<file path="config.mk">
export PLATFORM = sky130hd
export DESIGN_NAME = gf256_arithmetic_unit
export DESIGN_NICKNAME = d
export VERILOG_FILES = /design/src/design/gfau_pkg.sv /design/src/design/gfau_pow_stage.sv /design/src/design/gf256_arithmetic_unit.sv
export SDC_FILE = /design/constraint.sdc
export NUM_CORES = 2
export LEC_CHECK = 0
export BUFFER_PORTS_ARGS = -buffer_cell sky130_fd_sc_hd__clkbuf_2
export CORE_ASPECT_RATIO = 1.1
export CORE_UTILIZATION = 55
export DETAILED_ROUTE_END_ITERATION = 8
export PLACE_DENSITY = 0.68
export RECOVER_POWER = 50
export REMOVE_ABC_BUFFERS = 1
export SLEW_MARGIN = 20
export SYNTH_ARGS = -nofsm -noshare
export SYNTH_HDL_FRONTEND = slang
export SYNTH_SLANG_ARGS = --single-unit
</file>
<file path="constraint.sdc">
create_clock -name i_clk -period 9.65 [get_ports i_clk]
set_input_delay 0.965 -clock i_clk [delete_from_list [all_inputs] [get_ports i_clk]]
set_output_delay 0.965 -clock i_clk [all_outputs]
set_load 0.03 [all_outputs]
</file>
<file path="src/design/gfau_pkg.sv">
// ----------------------------------------------------------------------------
// gfau_pkg
// Types, opcodes and the field multiply shared by the GF(2^8) arithmetic unit.
// ----------------------------------------------------------------------------
package gfau_pkg;

    // field geometry
    localparam int unsigned FIELD_BITS = 8;
    localparam int unsigned POLY_BITS  = FIELD_BITS + 1;
    localparam int unsigned EXP_BITS   = 8;

    typedef logic [FIELD_BITS-1:0] t_elem;
    typedef logic [POLY_BITS-1:0]  t_poly;
    typedef logic [EXP_BITS-1:0]   t_exp;

    // reset polynomial x^8+x^4+x^3+x^2+1
    localparam t_poly POLY_RESET = 9'h11D;

    // inverse exponent 2^n - 2
    localparam t_exp INV_EXP = 8'hFE;

    // number of square-and-multiply steps, one per exponent bit
    localparam int unsigned POW_STAGES = EXP_BITS;

    // operation codes
    typedef enum logic [2:0] {
        OP_ADD = 3'd0,
        OP_MUL = 3'd1,
        OP_DIV = 3'd2,
        OP_INV = 3'd3,
        OP_POW = 3'd4
    } t_op;

    // input transaction
    typedef struct packed {
        t_op   op;
        t_elem left;
        t_elem right;
    } t_in_item;

    // output transaction
    typedef struct packed {
        t_elem value;
        logic  error;
    } t_out_item;

    // working state carried down the power pipeline
    typedef struct packed {
        t_elem acc;     // running product
        t_elem sq;      // base squared once per step
        t_exp  expo;    // remaining exponent bits, lsb first
        t_elem factor;  // final multiplier
        logic  error;
    } t_pow_state;

    // polynomial multiply reduced by the low polynomial bits
    function automatic t_elem gf_mul(input t_elem a, input t_elem b, input t_elem low);
        t_elem acc;
        t_elem sh;
        logic  carry;
        acc = '0;
        sh  = a;
        for (int i = 0; i < FIELD_BITS; i++) begin
            if (b[i]) begin
                acc = acc ^ sh;
            end
            carry = sh[FIELD_BITS-1];
            sh    = {sh[FIELD_BITS-2:0], 1'b0};
            if (carry) begin
                sh = sh ^ low;
            end
        end
        return acc;
    endfunction

endpackage

</file>
<file path="src/design/gfau_pow_stage.sv">
// ----------------------------------------------------------------------------
// gfau_pow_stage
// One registered square-and-multiply step with a valid/ready slot.
// ----------------------------------------------------------------------------
module gfau_pow_stage (
    input  logic                i_clk,
    input  logic                i_rst_n,
    input  gfau_pkg::t_elem     i_poly_low,
    input  logic                i_valid,
    output logic                o_ready,
    input  gfau_pkg::t_pow_state i_data,
    output logic                o_valid,
    input  logic                i_ready,
    output gfau_pkg::t_pow_state o_data
);

    logic                 r_valid;
    gfau_pkg::t_pow_state r_data;
    gfau_pkg::t_pow_state n_data;

    // slot can take a transaction when empty or draining
    assign o_ready = !r_valid || i_ready;

    // multiply in the current square on a set exponent bit, then square
    always_comb begin
        n_data        = i_data;
        n_data.acc    = i_data.expo[0] ?
                        gfau_pkg::gf_mul(i_data.acc, i_data.sq, i_poly_low) : i_data.acc;
        n_data.sq     = gfau_pkg::gf_mul(i_data.sq, i_data.sq, i_poly_low);
        n_data.expo   = {1'b0, i_data.expo[gfau_pkg::EXP_BITS-1:1]};
    end

    // valid bit
    always_ff @(posedge i_clk) begin
        if (!i_rst_n) begin
            r_valid <= 1'b0;
        end else if (o_ready) begin
            r_valid <= i_valid;
        end
    end

    // payload
    always_ff @(posedge i_clk) begin
        if (o_ready && i_valid) begin
            r_data <= n_data;
        end
    end

    assign o_valid = r_valid;
    assign o_data  = r_data;

endmodule

</file>
<file path="src/design/gf256_arithmetic_unit.sv">
// ----------------------------------------------------------------------------
// gf256_arithmetic_unit
// GF(2^8) add, multiply, divide, inverse and power with a writable polynomial.
// ----------------------------------------------------------------------------
// Usage:
//   Input channel i_valid/o_ready carries op, left and right; output channel
//   o_valid/i_ready carries value and error. One transaction per cycle is
//   accepted and one result per cycle is delivered, in order, unless the
//   output is stalled. Every operation is mapped onto base^exponent * factor:
//   eight registered square-and-multiply steps (one per exponent bit) and one
//   registered final multiply. Each step holds one multiplier pair in its path.
//   Divide and inverse of zero return value 0 with error set; unused opcodes
//   return 0.
//   The polynomial register is written through i_cfg_we/i_cfg_wdata; the user
//   must write it only while the unit is idle, as the unit does not enforce
//   this. Its top bit is always treated as set.
//   Reset (i_rst_n low, synchronous) empties every stage and loads 0x11D.
//   When i_ready is low, results stay in place; each stage keeps accepting
//   until it is full, so o_ready only drops once the pipeline has filled.
// ----------------------------------------------------------------------------
module gf256_arithmetic_unit (
    input  logic                 i_clk,
    input  logic                 i_rst_n,
    input  logic                 i_cfg_we,
    input  gfau_pkg::t_poly      i_cfg_wdata,
    input  logic                 i_valid,
    output logic                 o_ready,
    input  gfau_pkg::t_in_item   i_data,
    output logic                 o_valid,
    input  logic                 i_ready,
    output gfau_pkg::t_out_item  o_data
);

    localparam int unsigned NSTAGE = gfau_pkg::POW_STAGES;

    gfau_pkg::t_poly      r_poly;
    gfau_pkg::t_elem      poly_low;
    gfau_pkg::t_pow_state entry;

    logic                 stg_valid [0:NSTAGE];
    logic                 stg_ready [0:NSTAGE];
    gfau_pkg::t_pow_state stg_data  [0:NSTAGE];

    logic                 r_out_valid;
    gfau_pkg::t_out_item  r_out_data;
    gfau_pkg::t_out_item  n_out_data;
    logic                 out_ready;

    // polynomial register
    always_ff @(posedge i_clk) begin
        if (!i_rst_n) begin
            r_poly <= gfau_pkg::POLY_RESET;
        end else if (i_cfg_we) begin
            r_poly <= i_cfg_wdata;
        end
    end

    assign poly_low = r_poly[gfau_pkg::FIELD_BITS-1:0];

    // map each operation onto base, exponent and final factor
    always_comb begin
        entry.acc    = gfau_pkg::t_elem'(1);
        entry.sq     = '0;
        entry.expo   = '0;
        entry.factor = '0;
        entry.error  = 1'b0;
        case (i_data.op)
            gfau_pkg::OP_ADD: begin
                entry.factor = i_data.left ^ i_data.right;
            end
            gfau_pkg::OP_MUL: begin
                entry.sq     = i_data.left;
                entry.expo   = gfau_pkg::t_exp'(1);
                entry.factor = i_data.right;
            end
            gfau_pkg::OP_DIV: begin
                entry.sq     = i_data.right;
                entry.expo   = gfau_pkg::INV_EXP;
                entry.error  = (i_data.right == '0);
                entry.factor = entry.error ? '0 : i_data.left;
            end
            gfau_pkg::OP_INV: begin
                entry.sq     = i_data.left;
                entry.expo   = gfau_pkg::INV_EXP;
                entry.error  = (i_data.left == '0);
                entry.factor = entry.error ? '0 : gfau_pkg::t_elem'(1);
            end
            gfau_pkg::OP_POW: begin
                entry.sq     = i_data.left;
                entry.expo   = i_data.right[gfau_pkg::EXP_BITS-1:0];
                entry.factor = gfau_pkg::t_elem'(1);
            end
            default: begin
                entry.factor = '0;
            end
        endcase
    end

    assign stg_valid[0] = i_valid;
    assign stg_data[0]  = entry;
    assign o_ready      = stg_ready[0];

    // square-and-multiply chain, one exponent bit per stage
    for (genvar k = 0; k < NSTAGE; k++) begin : g_pow
        gfau_pow_stage u_stage (
            .i_clk      (i_clk),
            .i_rst_n    (i_rst_n),
            .i_poly_low (poly_low),
            .i_valid    (stg_valid[k]),
            .o_ready    (stg_ready[k]),
            .i_data     (stg_data[k]),
            .o_valid    (stg_valid[k+1]),
            .i_ready    (stg_ready[k+1]),
            .o_data     (stg_data[k+1])
        );
    end

    // final multiply into the output register
    assign out_ready          = !r_out_valid || i_ready;
    assign stg_ready[NSTAGE]  = out_ready;

    always_comb begin
        n_out_data.error = stg_data[NSTAGE].error;
        n_out_data.value = stg_data[NSTAGE].error ? '0 :
                           gfau_pkg::gf_mul(stg_data[NSTAGE].acc,
                                            stg_data[NSTAGE].factor, poly_low);
    end

    always_ff @(posedge i_clk) begin
        if (!i_rst_n) begin
            r_out_valid <= 1'b0;
        end else if (out_ready) begin
            r_out_valid <= stg_valid[NSTAGE];
        end
    end

    always_ff @(posedge i_clk) begin
        if (out_ready && stg_valid[NSTAGE]) begin
            r_out_data <= n_out_data;
        end
    end

    assign o_valid = r_out_valid;
    assign o_data  = r_out_data;

    // reset loads the default polynomial
    a_poly_reset: assert property (@(posedge i_clk)
        !i_rst_n |=> r_poly == gfau_pkg::POLY_RESET)
        else $error("polynomial not reset to default");

    // an error result always carries a zero value
    a_err_zero: assert property (@(posedge i_clk) disable iff (!i_rst_n)
        r_out_valid && r_out_data.error |-> r_out_data.value == '0)
        else $error("error result with nonzero value");

    // an error entering the chain has its factor cleared
    a_err_factor: assert property (@(posedge i_clk) disable iff (!i_rst_n)
        stg_valid[1] && stg_data[1].error |-> stg_data[1].factor == '0)
        else $error("error transaction with nonzero factor");

    // the first stage blocks the input only when it holds a transaction and downstream is stalled
    a_stall_chain: assert property (@(posedge i_clk) disable iff (!i_rst_n)
        !o_ready |-> stg_valid[1] && !stg_ready[1])
        else $error("input stalled while first stage can move");

endmodule

</file>
After elaboration in Yosys (flattened, before gate mapping)
Cells that the tools add are included.
{"block": "totals", "reg_bits": 246, "latchBits": 0, "ram_bits": 0, "romBits": 0, "in_bits": 33, "output_inout_bits": 11, "memories": 0}
{"block": "classes", "n_addsub": 0, "mul": 0, "n_div": 0, "order_cmp": 0, "n_eq_ne": 4, "shifts": 0, "mux": 245, "n_bitwise": 218, "n_reduce_logical": 30}
{"operator": "8-bit two-way mux", "n": 234}
{"operator": "8-bit XOR", "n": 211}
{"operator": "16-bit one-hot mux with 4 select lines", "n": 1}
{"operator": "8-bit one-hot mux with 5 select lines", "n": 1}
{"operator": "8-bit logical NOT", "n": 2}
{"operator": "1-bit logical AND", "n": 9}
{"operator": "1-bit logical NOT", "n": 9}
{"operator": "1-bit logical OR", "n": 9}
{"operator": "7-bit two-way mux", "n": 1}
{"operator": "1-bit inverter (first input constant)", "n": 7}
{"operator": "3-bit by 2-bit == test with 1-bit output (second input constant)", "n": 2}
{"operator": "6-bit two-way mux", "n": 1}
{"operator": "5-bit two-way mux", "n": 1}
{"operator": "4-bit two-way mux", "n": 1}
{"operator": "3-bit by 1-bit == test with 1-bit output (second input constant)", "n": 1}
{"operator": "3-bit == test (second input constant)", "n": 1}
{"operator": "3-bit logical NOT", "n": 1}
{"operator": "3-bit two-way mux", "n": 1}
{"operator": "1-bit two-way mux", "n": 2}
{"operator": "2-bit two-way mux", "n": 1}
{"operator": "1-bit one-hot mux with 2 select lines", "n": 1}

Logic depth before layout (Yosys ltp)
{"block": "depth", "word_depth": 18, "depth_mapped": 21}

Cells and area by module
Synthesis repeated with hierarchy kept, for this count alone.
{"block": "unflattened", "cells_unflattened": 6283, "area_unflattened_um2": 48197.5}
{"mod": "gfau_pow_stage", "n_inst": 8, "cells_per_inst": 715, "area_per_inst_um2": 5521.5, "seq_area_each_um2": 980.9}
{"mod": "gf256_arithmetic_unit", "n_inst": 1, "cells_per_inst": 563, "area_per_inst_um2": 4025.1, "seq_area_each_um2": 450.4}

Least setup slack after synthesis
Ideal clock, no wire load.
{"block": "synth_path", "kind": "input -> register", "start": "input port i_ready", "end": "register g_pow[1].u_stage.r_data, in the netlist g_pow[1].u_stage.o_data[0] (enable)", "arrival_time_ns": 4.003, "required_time_ns": 9.183, "slack_ns": 5.180, "cell_stages": 7, "path_buffers": 1, "path_cell_list": "nor2b_1 and2_1 and3_1 clkbuf_1 nand3_1 nor2_1 a21boi_0"}
{"block": "synth_via", "elab_chain_cells": 9}
{"element": "from (decl)", "line_no": "gf256_arithmetic_unit.sv:30", "source": "input logic i_ready,"}
{"element": "1-bit logical OR", "line_no": "gf256_arithmetic_unit.sv:119", "source": "assign out_ready = !r_out_valid || i_ready;"}
{"element": "1-bit logical OR (7 in a row)", "line_no": "gfau_pow_stage.sv:22", "source": "assign o_ready = !r_valid || i_ready;"}
{"element": "1-bit logical AND", "line_no": "gfau_pow_stage.sv:44", "source": "if (o_ready && i_valid) begin"}
{"element": "to (signal assigned)", "line_no": "gfau_pow_stage.sv:45", "source": "r_data <= n_data;"}
{"element": "to (decl)", "line_no": "gfau_pow_stage.sv:18", "source": "gfau_pkg::t_pow_state r_data;"}
No other way between the ends.
A chain may end at the register's enable or synchronous reset.

==> results by group <==
Run status
  • Status: finished with violations
  • Failing checks: capacitance limit, slew limit

Route
  • Routed wire length: 122000 um
  • TritonRoute pass-1 iters: 6
  • Vias: 37300
  • # DRC: 0
  • DRT antenna net count: 0
  • Iter 0 DRT Violations: 3323
  • Avg WL per Cell: 19.9 um
  • Vias per cell: 6.08

Hold path
  • Worst hold start: g_pow[1].u_stage.o_data[5]$_DFFE_PP_
  • Hold path depth: 0
  • Worst hold path class: reg -> reg
  • Hold EP: g_pow[2].u_stage.o_data[5]$_DFFE_PP_

Flow run
  • Max-cap violations: 9

Critical path
  • Reg2Reg Depth: 14
  • Crit Path Class: reg -> reg
  • WP data required: 10.00 ns
  • Cell mode on critical path: xnor2_1
  • R2R Path Start: r_poly[7]$_SDFFE_PN0P_
  • Reg2reg end: g_pow[3].u_stage.o_data[26]$_DFFE_PP_
  • Slowest Stage Delay on Critical Path: 2.08 ns
  • CP Cell Sequence: buf_4, or2_2, a21oi_1, or4_4, a2111oi_2, o21ai_2, xor2_1, a311o_1, nand2_1, xnor2_1, and3_1, o21ai_0, xnor2_1, mux2_2
  • Slowest cell on the critical path: dfxtp_1
  • Worst path arrival time: 7.74 ns
  • Crit. End Element: flip-flop
  • Worst R2R Setup Slack: 2.26 ns
  • Crit path launch type: flip-flop
  • Critical Path Fanout Max: 60

Placed design
  • Post-Place Cells: 6082
  • RePlAce Congestion: 0.939
  • Post-DP HPWL: 83400 um
  • Number of port buffers: 42

Clock tree
  • Clk Latency, worst-skew pair: 0.61 ns
  • Clock slew at reported path FFs: 0.06 ns
  • Setup bufs post-CTS: 0
  • CTS resizes: 0
  • TritonCTS Buffers: 29
  • CTS tree: yes
  • H-tree depth: 1
  • Clock Root Buffer: clkbuf_16
  • # hold bufs at CTS: 0
  • CTS sink cnt: 246
  • CTS Buffer Depth: 3

Yosys
  • Post-synthesis sequential area ratio: 0.179
  • Yosys cell types: 121
  • Synth Register Bits: 246
  • Cell area after synthesis: 40300 um^2
  • Ys async rst share: 0
  • Ys Warns: 0
  • Top FF cell, synth: edfxtp_1
  • Number of flops mapped to enable cells by yosys: 229
  • Syn Area/Cell: 7.37 um^2
  • Synthesized instance count: 5464

Power and ir drop
  • Sequential share of power: 0.117
  • Comb pwr share: 0.822
  • PD cells: 421 nW/um^2
  • Psw: 8.38 mW
  • Internal: 9.03 mW
  • Clock power share: 0.062
  • Peak supply drop: 0.252 mV
  • Pleak: 15.0 nW
  • Switch share: 0.481

Timing
  • Setup_tns: 0 ns
  • Fmax: 135 MHz
  • WHS: 0.417 ns
  • Clk_skew: 0.0292 ns
  • Slew Limit Fails: 326
  • Slew @ Worst Pin: 4.00 ns
  • Final period util: 0.766
  • RSZ-0062 raised after global routing: no
  • Crit path time final: 7.39 ns
  • Final Hold Vio Count: 0
  • Relative slew slack: -1.69
  • Setup violators final: 0

GRT
  • Vias in the first global route: 34100
  • Initial antenna violation count: 3
  • GRT Overall Usage: 0.322
  • Overflow after GRT: 0
  • First-pass GRT wire length: 191000 um
  • Largest net degree at the start of global routing: 130

Floorplan
  • Die width: 260 um
  • FP Rows: 103
  • Starting density of the core: 0.559
  • Core area: 72000 um^2
  • Die footprint: 74300 um^2
  • I/O pins: 44
  • Die Ht: 286 um

Layout
  • Final cell count without fillers: 6137
  • Ratio of cells with drive above 1 in the final layout: 0.0718
  • Final #Nets: 5203
  • FILL cells: 6789
  • Ant. Diodes: 0
  • Area Overhead vs Synth: 2.62%
-- power by group through the flow --
| stage | Combinational, mW | Sequential (mW) | Clock, mW |
|---|---|---|---|
| detailed placement | 14.1 | 2.04 | 0 |
| CTS | 14.2 | 2.02 | 1.10 |
| global route | 15.6 | 2.05 | 1.13 |
| floorplan | 11.5 | 2.25 | 0 |
| finish | 14.3 | 2.03 | 1.07 |
| global placement | 14.0 | 2.04 | 0 |
-- worst max-delay path by stage --
| stage | from | depth (start not counted) | slack [ns] | to |
|---|---|---|---|---|
| 6_report | r_poly[7]$_SDFFE_PN0P_ | 14 | 2.26 | g_pow[3].u_stage.o_data[26]$_DFFE_PP_ |
| 5_1_grt | r_poly[7]$_SDFFE_PN0P_ | 13 | 1.81 | g_pow[4].u_stage.o_data[26]$_DFFE_PP_ |
| 4_1_cts | r_poly[7]$_SDFFE_PN0P_ | 13 | 3.86 | g_pow[4].u_stage.o_data[28]$_DFFE_PP_ |
| 3_5_place_dp | i_data[17] | 14 | 3.53 | g_pow[0].u_stage.o_data[18]$_DFFE_PP_ |
| 3_3_place_gp | i_data[17] | 14 | 3.56 | g_pow[0].u_stage.o_data[18]$_DFFE_PP_ |
| 2_1_floorplan | r_poly[7]$_SDFFE_PN0P_ | 13 | -0.75 | g_pow[0].u_stage.o_data[18]$_DFFE_PP_ |
-- synthesized netlist by cell type, types with 42 or more instances --
master	n	area share
nand2_1	1371	0.13
xnor2_1	1062	0.23
a21oi_1	291	0.036
nor2_1	256	0.024
o21ai_0	241	0.030
clkbuf_1	231	0.022
edfxtp_1	229	0.17
xor2_1	227	0.049
nand3_1	122	0.015
buf_1	99	0.0092
buf_2	91	0.011
a22o_1	78	0.017
and3_1	72	0.011
nor3_1	62	0.0077
a32oi_1	51	0.011
inv_1	45	0.0042
mux2i_1	42	0.010
-- state kept, by name, summed over array words and instances, names as in the netlist --
| name | cells |
|---|---|
| g_pow.u_stage.o_data | 220 |
| g_pow.u_stage.o_valid | 8 |
| o_data | 9 |
| r_poly | 8 |
| o_valid | 1 |
-- stage by stage --
stage / power, mW / area, um^2 / setup WS (ns) / utilization
finish: 17.4 / 41300 / 2.26 / 0.573
global route: 18.8 / 41300 / 1.81 / 0.573
CTS: 17.3 / 41300 / 3.86 / 0.574
detailed placement: 16.2 / 40400 / 3.53 / 0.561
global placement: 16.1 / 40400 / 3.56 / 0.561
floorplan: 13.7 / 38300 / -0.748 / -
-- placed cells by master, fill, tap and decap left out, types with 14 or more instances in the layout --
master	count
a22o_1	78
or3_1	17
a21oi_1	291
xnor2_2	14
o21ai_0	241
nand2_1	1371
xnor2_1	1062
o31ai_1	16
o211ai_1	27
xor2_1	227
nand2b_1	30
a211oi_1	17
nor2_1	255
a211o_1	20
xnor3_1	40
clkbuf_2	30
a21o_1	30
clkbuf_16	29
a31oi_1	39
o21a_1	35
nor3b_1	19
nor2b_1	35
a32oi_1	51
nand3_1	122
clkbuf_1	16
and3_1	72
mux2i_1	42
and2_1	31
edfxtp_1	229
o21ai_1	32
a21boi_0	17
nand4_1	28
o2111ai_1	17
inv_1	45
nor3_1	62
buf_4	78
or2_2	27
a21oi_2	15
-- final cells by class --
type / count / area (um^2) / area share
clock buffers: 29 / 726 / 0.0176
clock inverters: 24 / 201 / 0.00488
flip-flops and latches: 246 / 7240 / 0.175
well taps: 945 / 1180 / 0.0286
multi-input cells: 4716 / 30900 / 0.748
inverters: 50 / 190 / 0.00460
repair buffers: 127 / 871 / 0.0211
-- routing by layer --
metal	vias up	GRT usage	share of wire
li1	18000	-	-
met1	17500	0.413	0.41
met2	1500	0.540	0.47
met3	329	0.0339	0.072
met4	2	0.149	0.047
met5	-	0	0.000090
-- logic make-up after synthesis --
group	after synthesis	share of synthesized area
AOI/OAI and AO/OA	1085	0.183
and+or+nand+nor	2212	0.247
muxes	48	0.0121
xor gates and xnor gates	1371	0.325
DFF	246	0.179
buffers and inverters	502	0.0544
-- worst max-delay path, delay by kind of cell, from the launching register on --
family,cells,cell delay (ns)
simple gates,4,1.27
mux,1,0.28
xor+xnor,3,1.57
compound gates,5,1.13
flops,1,2.08
buf+inv,1,0.73
Power figures use the tool's default switching activity.
